**src/rtl/core/iafp_pkg.sv**
```systemverilog
// shared types and constants for the imu angle frame parser
`timescale 1ns / 1ps

package iafp_pkg;

   // frame layout
   localparam logic [7:0] HDR_BYTE        = 8'h55;
   localparam logic [7:0] ANGLE_TYPE      = 8'h53;
   localparam logic [3:0] POS_HEADER      = 4'd0;
   localparam logic [3:0] POS_TYPE        = 4'd1;
   localparam logic [3:0] POS_FIRST_ANGLE = 4'd2;
   localparam logic [3:0] POS_LAST_ANGLE  = 4'd7;
   localparam logic [3:0] POS_CHECKSUM    = 4'd10;

   localparam int ANGLE_BYTES = 6;
   localparam int RAW_W       = 16;
   localparam int DEG_W       = 24;

   // what the assembler reports for the beat being taken
   typedef struct packed {
      logic                    good;
      logic signed [RAW_W-1:0] roll_raw;
      logic signed [RAW_W-1:0] pitch_raw;
      logic signed [RAW_W-1:0] yaw_raw;
   } frame_type;

   // one result beat
   typedef struct packed {
      logic signed [DEG_W-1:0] roll;
      logic signed [DEG_W-1:0] pitch;
      logic signed [DEG_W-1:0] yaw;
   } angles_type;

endpackage

```
**src/rtl/core/imu_angle_frame_parser.sv**
```systemverilog
// top level of the imu angle frame parser
`timescale 1ns / 1ps

// Takes one serial byte per req beat and assembles 11-byte frames: header 0x55,
// type, six little-endian angle bytes (roll, pitch, yaw), two summed bytes and
// an 8-bit checksum of the first ten bytes. A frame of type 0x53 with a good
// checksum gives one rsp beat holding roll, pitch and yaw as signed q15 degrees
// (raw times 180); any other frame, and any non-header byte between frames, is
// dropped with no beat. A byte can be taken every cycle while req_ready is high:
// the counter, sum and angle store update in the cycle the byte is taken, and
// the result of the checksum byte is loaded into the output register, or into
// the one skid entry that backs it when rsp is stalled, so req_ready only drops
// when two results are waiting on a stalled rsp side.

module imu_angle_frame_parser (
   input  logic        clock,
   input  logic        reset,
   input  logic        req_valid,
   output logic        req_ready,
   input  logic [7:0]  req_rx_byte,
   output logic        rsp_valid,
   input  logic        rsp_ready,
   output logic signed [23:0] rsp_roll_deg_q15,
   output logic signed [23:0] rsp_pitch_deg_q15,
   output logic signed [23:0] rsp_yaw_deg_q15
);

   iafp_pkg::frame_type  frame;
   iafp_pkg::angles_type res;
   logic                 take;
   logic                 res_fire;
   logic                 out_free;

   // output register and skid entry
   logic                 out_valid_ff, out_valid_in;
   iafp_pkg::angles_type out_ff, out_in;
   logic                 skid_valid_ff, skid_valid_in;
   iafp_pkg::angles_type skid_ff, skid_in;

   assign req_ready = !skid_valid_ff;
   assign take      = req_valid && req_ready;

   iafp_frame_asm u_asm (
      .clock      (clock),
      .reset      (reset),
      .byte_valid (take),
      .rx_byte    (req_rx_byte),
      .frame      (frame)
   );

   iafp_deg_scale u_roll  (.raw(frame.roll_raw),  .deg(res.roll));
   iafp_deg_scale u_pitch (.raw(frame.pitch_raw), .deg(res.pitch));
   iafp_deg_scale u_yaw   (.raw(frame.yaw_raw),   .deg(res.yaw));

   // a finished frame on this beat
   assign res_fire = take && frame.good;
   assign out_free = !out_valid_ff || rsp_ready;

   always_comb begin
      out_valid_in  = out_valid_ff;
      out_in        = out_ff;
      skid_valid_in = skid_valid_ff;
      skid_in       = skid_ff;
      if (out_free) begin
         if (skid_valid_ff) begin
            // skid drains first, no new result can fire while it is full
            out_valid_in  = 1'b1;
            out_in        = skid_ff;
            skid_valid_in = 1'b0;
         end else begin
            out_valid_in = res_fire;
            out_in       = res;
         end
      end else if (res_fire) begin
         skid_valid_in = 1'b1;
         skid_in       = res;
      end
   end

   always_ff @(posedge clock) begin
      if (reset) begin
         out_valid_ff  <= 1'b0;
         skid_valid_ff <= 1'b0;
      end else begin
         out_valid_ff  <= out_valid_in;
         skid_valid_ff <= skid_valid_in;
      end
   end

   always_ff @(posedge clock) begin
      out_ff  <= out_in;
      skid_ff <= skid_in;
   end

   assign rsp_valid         = out_valid_ff;
   assign rsp_roll_deg_q15  = out_ff.roll;
   assign rsp_pitch_deg_q15 = out_ff.pitch;
   assign rsp_yaw_deg_q15   = out_ff.yaw;

endmodule

```
**src/rtl/core/iafp_frame_asm.sv**
```systemverilog
// frame assembler: position counter, running sum, type byte and angle byte store
`timescale 1ns / 1ps

module iafp_frame_asm (
   input  logic                clock,
   input  logic                reset,
   input  logic                byte_valid,
   input  logic [7:0]          rx_byte,
   output iafp_pkg::frame_type frame
);

   logic [3:0] pos_ff, pos_in;
   logic [7:0] sum_ff, sum_in;
   logic [7:0] type_ff, type_in;
   logic [7:0] angle_ff [iafp_pkg::ANGLE_BYTES];
   logic       wr_en;
   logic [2:0] wr_idx;
   logic       good;

   assign wr_idx = 3'(pos_ff - iafp_pkg::POS_FIRST_ANGLE);

   always_comb begin
      pos_in  = pos_ff;
      sum_in  = sum_ff;
      type_in = type_ff;
      wr_en   = 1'b0;
      good    = 1'b0;
      if (byte_valid) begin
         priority if (pos_ff == iafp_pkg::POS_HEADER) begin
            // hunt for header, anything else is dropped
            if (rx_byte == iafp_pkg::HDR_BYTE) begin
               sum_in = rx_byte;
               pos_in = iafp_pkg::POS_TYPE;
            end
         end else if (pos_ff == iafp_pkg::POS_CHECKSUM) begin
            pos_in = iafp_pkg::POS_HEADER;
            good   = (type_ff == iafp_pkg::ANGLE_TYPE) && (sum_ff == rx_byte);
         end else begin
            if (pos_ff == iafp_pkg::POS_TYPE) begin
               type_in = rx_byte;
            end else if (pos_ff <= iafp_pkg::POS_LAST_ANGLE) begin
               wr_en = 1'b1;
            end
            sum_in = sum_ff + rx_byte;
            pos_in = pos_ff + 4'd1;
         end
      end
   end

   always_ff @(posedge clock) begin
      if (reset) begin
         pos_ff  <= iafp_pkg::POS_HEADER;
         sum_ff  <= '0;
         type_ff <= '0;
      end else begin
         pos_ff  <= pos_in;
         sum_ff  <= sum_in;
         type_ff <= type_in;
      end
   end

   always_ff @(posedge clock) begin
      if (wr_en) begin
         angle_ff[wr_idx] <= rx_byte;
      end
   end

   always_comb begin
      frame.good      = good;
      frame.roll_raw  = {angle_ff[1], angle_ff[0]};
      frame.pitch_raw = {angle_ff[3], angle_ff[2]};
      frame.yaw_raw   = {angle_ff[5], angle_ff[4]};
   end

endmodule

```
**src/rtl/core/iafp_deg_scale.sv**
```systemverilog
// raw angle times 180 as shift-add, giving q15 degrees
`timescale 1ns / 1ps

module iafp_deg_scale (
   input  logic signed [iafp_pkg::RAW_W-1:0] raw,
   output logic signed [iafp_pkg::DEG_W-1:0] deg
);

   logic signed [iafp_pkg::DEG_W-1:0] ext;

   assign ext = iafp_pkg::DEG_W'(raw);

   // 180 = 128 + 32 + 16 + 4
   assign deg = (ext <<< 7) + (ext <<< 5) + (ext <<< 4) + (ext <<< 2);

endmodule

```
**config.mk**
```make
export PLATFORM = sky130hd
export DESIGN_NAME = imu_angle_frame_parser
export DESIGN_NICKNAME = d
export VERILOG_FILES = /design/src/rtl/core/iafp_pkg.sv /design/src/rtl/core/imu_angle_frame_parser.sv /design/src/rtl/core/iafp_frame_asm.sv /design/src/rtl/core/iafp_deg_scale.sv
export SDC_FILE = /design/constraint.sdc
export NUM_CORES = 1
export LEC_CHECK = 0
export BUFFER_PORTS_ARGS = -buffer_cell sky130_fd_sc_hd__buf_2
export CAP_MARGIN = 20
export CORE_UTILIZATION = 60
export CTS_BUF_LIST = sky130_fd_sc_hd__clkbuf_8
export DETAILED_ROUTE_END_ITERATION = 7
export GPL_TIMING_DRIVEN = 0
export PLACE_DENSITY = 0.76
export SYNTH_ARGS = -nofsm -noshare
export SYNTH_HDL_FRONTEND = slang
export SYNTH_SLANG_ARGS = --single-unit
```
**constraint.sdc**
```tcl
create_clock -name clock -period 7.8 [get_ports clock]
set_clock_uncertainty 0.2 [all_clocks]
set_input_delay 0.78 -clock clock [delete_from_list [all_inputs] [get_ports clock]]
set_output_delay 0.78 -clock clock [all_outputs]
set_load 0.01 [all_outputs]
```
# After elaboration in Yosys (flattened, before gate mapping)
# Memories as Yosys holds them, arrays and structs flattened.
# Cells that the tools add are included.
[classes]
add_sub_neg = 12
magnitude_cmp = 1
eq_ne = 7
muxes = 18
bitwise = 3
n_reduce_logical = 12
[op_table]
columns = ["op", "count"]
rows = [
  ["adder 23 x 21 -> 24 bit", 3],
  ["adder 24 x 18 -> 24 bit", 3],
  ["adder 24 x 20 -> 24 bit", 3],
  ["two-way mux 72 bit", 1],
  ["two-way mux 8 bit", 3],
  ["== test 8 x 7 -> 1 bit (second input constant)", 2],
  ["two-way mux 4 bit", 3],
  ["two-way mux 1 bit", 11],
  ["adder 8 bit", 1],
  ["== test 8 bit", 1],
  ["adder 4 x 1 -> 4 bit (second input constant)", 1],
  ["== test 4 x 1 -> 1 bit (second input constant)", 1],
  ["== test 4 bit (second input constant)", 1],
  ["less-or-equal comparator 4 x 3 -> 1 bit (second input constant)", 1],
  ["zero test 4 bit", 1],
  ["AND reduction 2 bit", 2],
  ["AND reduction 4 bit", 1],
  ["logical AND 1 bit", 3],
  ["inverter 1 bit", 3],
  ["AND reduction 3 bit", 1],
  ["subtractor 3 x 2 -> 3 bit (second input constant)", 1],
  ["zero test 1 bit", 2],
  ["inequality test 2 x 1 -> 1 bit (second input constant)", 1],
  ["inequality test 2 bit (second input constant)", 1],
  ["other kinds (2)", 2],
]
[totals]
register_bits = 166
mem_bits_rw = 48
in_bits = 12
out_inout_bits = 74
n_memories = 1
[mem_list]
columns = ["name", "words", "width", "read_ports", "rd_ports_with_merged_regs", "wr", "line_no", "source"]
rows = [
  ["u_asm.angle_ff", 6, 8, 6, 0, 1, "iafp_frame_asm.sv:15", "logic [7:0] angle_ff [iafp_pkg::ANGLE_BYTES];"],
]

# Logic depth before layout (Yosys ltp)
[logic_depth]
ltp_word = 8
mapped_depth = 13
mapped_depth_nobuf = 13

# By module
# Synthesis repeated with hierarchy kept, for this count alone.
[unflattened]
hier_cells = 1069
area_unflattened_um2 = 13236.4
[modules_own_cells]
columns = ["module", "n_inst", "cells_per_inst", "area_each_um2", "seq_area_each_um2"]
rows = [
  ["imu_angle_frame_parser", 1, 234, 5282.6, 4364.2],
  ["iafp_frame_asm", 1, 212, 2822.7, 1841.8],
  ["iafp_deg_scale at u_yaw", 1, 210, 1755.4, 0.0],
  ["iafp_deg_scale at u_roll", 1, 215, 1741.7, 0.0],
  ["iafp_deg_scale at u_pitch", 1, 198, 1634.1, 0.0],
]

# Worst setup path after synthesis
# OpenSTA, ideal clock, no wires.
[synth_path]
kind = "input-to-reg"
from = "input port rsp_ready"
to = "register skid_ff[10] in the netlist's numbering, enable pin"
t_arrival_ns = 5.348
t_required_ns = 7.110
path_slack_ns = 1.761
stages = 2
path_buffers = 0
path_cell_list = "nand2b_1 > nor2_1"
[synth_between]
elab_chain_len = 3
[synth_rtl]
columns = ["element", "line_no", "source"]
rows = [
  ["start: declaration", "imu_angle_frame_parser.sv:22", "input logic rsp_ready,"],
  ["logical OR 1 bit", "imu_angle_frame_parser.sv:57", "assign out_free = !out_valid_ff || rsp_ready;"],
  ["inverter 1 bit (no source line)", "-", ""],
  ["AND reduction 2 bit (no source line)", "-", ""],
  ["end signal: assignment", "imu_angle_frame_parser.sv:92", "skid_ff <= skid_in;"],
  ["end: declaration", "imu_angle_frame_parser.sv:38", "iafp_pkg::angles_type skid_ff, skid_in;"],
]
# No other way between the ends.
# A chain may end at the register's enable or synchronous reset.

==> impl_metrics.env <==
export IMPL_grt_pass1_wl_mm=41.1
export IMPL_htreeDepth=2
export IMPL_tritoncts_num_buffers=35
export IMPL_cp_required_ps=7940
export IMPL_final_cell_area_um2=13900
export IMPL_syn_area_um2=12400
export IMPL_critPathArrivalTime_ps=4670
export IMPL_portBuffers=78
export IMPL_cts_hold_buf=0
export IMPL_status="finished clean"
export IMPL_hold_slack_ps=266
export IMPL_synth_top_family_by_area="adder cells"
export IMPL_cts_resized=0
export IMPL_cts_tree="done"
export IMPL_row_count=52
export IMPL_max_freq_mhz=221
export IMPL_gp_congestion=0.920
export IMPL_clk_path_buf_depth=3
export IMPL_irDropWorstVdd_mv=0.138
export IMPL_gr_total_overflow=0
export IMPL_grt_max_degree=53
export IMPL_maxCapViolations=0
export IMPL_yosys_area_share_simple_pct=9.56
export IMPL_synth_fa_ha_area_share_pct=20.9
export IMPL_fin_total_pwr_mw=2.12
export IMPL_slew_violations=0
export IMPL_ant_nets=0
export IMPL_min_period_ps=4530
export IMPL_ys_types=62
export IMPL_core_area_um2=20200
export IMPL_yosys_warnings=0
export IMPL_setup_viol=0
export IMPL_synth_main_ff_cell="edfxtp_1"
export IMPL_avgSynthCellArea_um2=11.7
export IMPL_start_util_pct=61.3
export IMPL_synthMuxAreaShare_pct=3.99
export IMPL_grt_total_usage_pct=24.3
export IMPL_io_pins=86
export IMPL_synth_async_reset_ratio_pct=0
export IMPL_end_kind="flop"
export IMPL_min_path_type="reg2reg"
export IMPL_wirelength_mm=24.5
export IMPL_hold_viol=0
export IMPL_fp_dieH_um=146
export IMPL_final_cells=1480
export IMPL_routed_via_density=5.56
export IMPL_yosysSeqAreaShare_pct=47.1
export IMPL_dp_cells=1415
export IMPL_rsz0062_at_grt="no"
export IMPL_hpwlAfterDp_mm=18.2
export IMPL_diodes=0
export IMPL_power_density_nw_per_um2=152
export IMPL_drive_gt1_share_pct=15.9
export IMPL_cts_root_buf="clkbuf_8"
export IMPL_place_ws_ps=3370
export IMPL_synthCells=1057
export IMPL_synth_xor_area_share_pct=3.32
export IMPL_antenna_found_initial=0
export IMPL_fp_dieW_um=146
export IMPL_synth_compound_area_share_pct=9.31
export IMPL_wire_per_inst_um=16.5
export IMPL_tightest_slew_ps=948
export IMPL_cts_setup_buffers=0
export IMPL_final_setup_worst_slack_ps=3270
export IMPL_crit_type="reg2reg"
export IMPL_fillers=1487
export IMPL_fin_setup_tns_ps=0
export IMPL_drc=0
export IMPL_relSlewSlack_pct=35.1
export IMPL_first_iter_violations=524
export IMPL_synth_seq_cells=202
export IMPL_path_max_fanout=4
export IMPL_clk_latency_ps=530
export IMPL_start_kind="flop"
export IMPL_p_leak_nw=5.92
export IMPL_synth_enable_flop_cells=180
export IMPL_drtPass1Iterations=5
export IMPL_clock_sinks=202
export IMPL_grt_pass1_vias=8151
export IMPL_vias=8229
export IMPL_fin_crit_sh_pct=58.1
export IMPL_path_clk_slew_ps=60
export IMPL_nets=1355
export IMPL_area_delta_synth_final_pct=12.4
export IMPL_placed_cell_area_um2=13300
export IMPL_post_route_util_pct=68.9
export IMPL_die_area_um2=21300
-- cells in the mapped netlist, types with 4 or more instances --
library cell / n / share of area, %
a211oi_1: 8 / 0.48
a21o_1: 13 / 0.79
a21oi_1: 48 / 1.9
a221oi_1: 4 / 0.28
a31oi_1: 6 / 0.30
and2_1: 6 / 0.30
and3_1: 7 / 0.35
and4_1: 4 / 0.28
buf_1: 5 / 0.15
buf_4: 6 / 0.36
clkbuf_1: 16 / 0.48
dfxtp_1: 22 / 3.5
edfxtp_1: 180 / 44
fa_1: 82 / 13
ha_1: 76 / 7.7
inv_1: 154 / 4.7
mux2_2: 36 / 3.3
mux2i_1: 9 / 0.73
nand2_1: 81 / 2.5
nand2b_1: 12 / 0.61
nand3_1: 11 / 0.44
nand3b_1: 4 / 0.24
nand4_1: 5 / 0.25
nor2_1: 61 / 1.8
nor2b_1: 14 / 0.71
nor3_1: 16 / 0.65
nor3b_1: 5 / 0.30
nor4_1: 4 / 0.20
o211ai_1: 12 / 0.73
o21a_1: 12 / 0.73
o21ai_0: 38 / 1.5
o31ai_1: 6 / 0.36
or2_2: 4 / 0.20
xnor2_1: 35 / 2.5
xor2_1: 12 / 0.85
-- registers in the layout, summed over array words and instances (netlist names) --
register           flops
skid_ff               66
u_asm.angle_ff        48
rsp_pitch_deg_q15     22
rsp_yaw_deg_q15       22
u_asm.type_ff          8
u_asm.pos_ff           4
skid_valid_ff          1
rsp_roll_deg_q15      22
rsp_valid              1
u_asm.sum_ff           8
-- worst paths after layout --
path,start,to,slack [ps],cells after the start
worst max-delay path,u_asm.angle_ff[0][0],rsp_roll_deg_q15[22],3270,12
worst max register to register,u_asm.angle_ff[0][0],rsp_roll_deg_q15[22],3270,12
worst min-delay path,u_asm.sum_ff[5],u_asm.sum_ff[5],270,2
worst min register to register,u_asm.sum_ff[5],u_asm.sum_ff[5],270,2
-- final cells by class --
cell class                      instances  area [µm²]  share of cell area, %
Multi-Input combinational cell        677        5880                   42.1
Timing Repair Buffer                   86         490                   3.52
Clock buffer                           39         537                   3.85
Tap cell                              270         338                   2.42
Buffer                                 29         140                   1.00
Clock inverter                         23         141                   1.01
Inverter                              154         578                   4.14
Sequential cell                       202        5850                   41.9
-- worst max-delay path: stages, from the launching register on --
cell	delay, ps
edfxtp_1	440
inv_1	110
fa_1	530
inv_1	50
fa_1	530
inv_1	60
fa_1	440
nand2b_1	180
a21oi_1	270
o21ai_1	190
a2111oi_0	890
nor4_1	150
o31ai_1	300
-- power by group --
group / internal (mW) / total [mW] / switching, mW
registers: 1.17 / 1.17 / 0.000247
clock network: 0.496 / 0.925 / 0.428
logic: 0.00955 / 0.0305 / 0.0210
-- cell families after synthesis --
kind of cell | count (synthesis)
AND/OR/NAND/NOR | 244
flip-flops | 202
buffers and inverters | 183
AO/OA/AOI/OAI | 177
adder cells (fa/ha/maj) | 158
XOR/XNOR | 47
multiplexers | 45
other | 1
-- layer usage --
| layer | GRT usage [%] | part of all wire (%) | vias to the layer above |
|---|---|---|---|
| met5 | 0 | 0 | - |
| met4 | 7.58 | 2.3 | 0 |
| met3 | 4.39 | 6.4 | 41 |
| met2 | 39.0 | 48 | 250 |
| met1 | 34.0 | 44 | 3990 |
| li1 | - | - | 3948 |
-- placed cells by master (no fill, tap or decap), types with 36 or more instances in the layout --
master	instances
a21oi_1	48
buf_2	81
clkbuf_8	39
edfxtp_1	180
fa_1	82
ha_1	76
inv_1	163
mux2_2	36
nand2_1	81
nor2_1	60
o21ai_0	38
No activity file was read; power rests on OpenSTA's default activity.
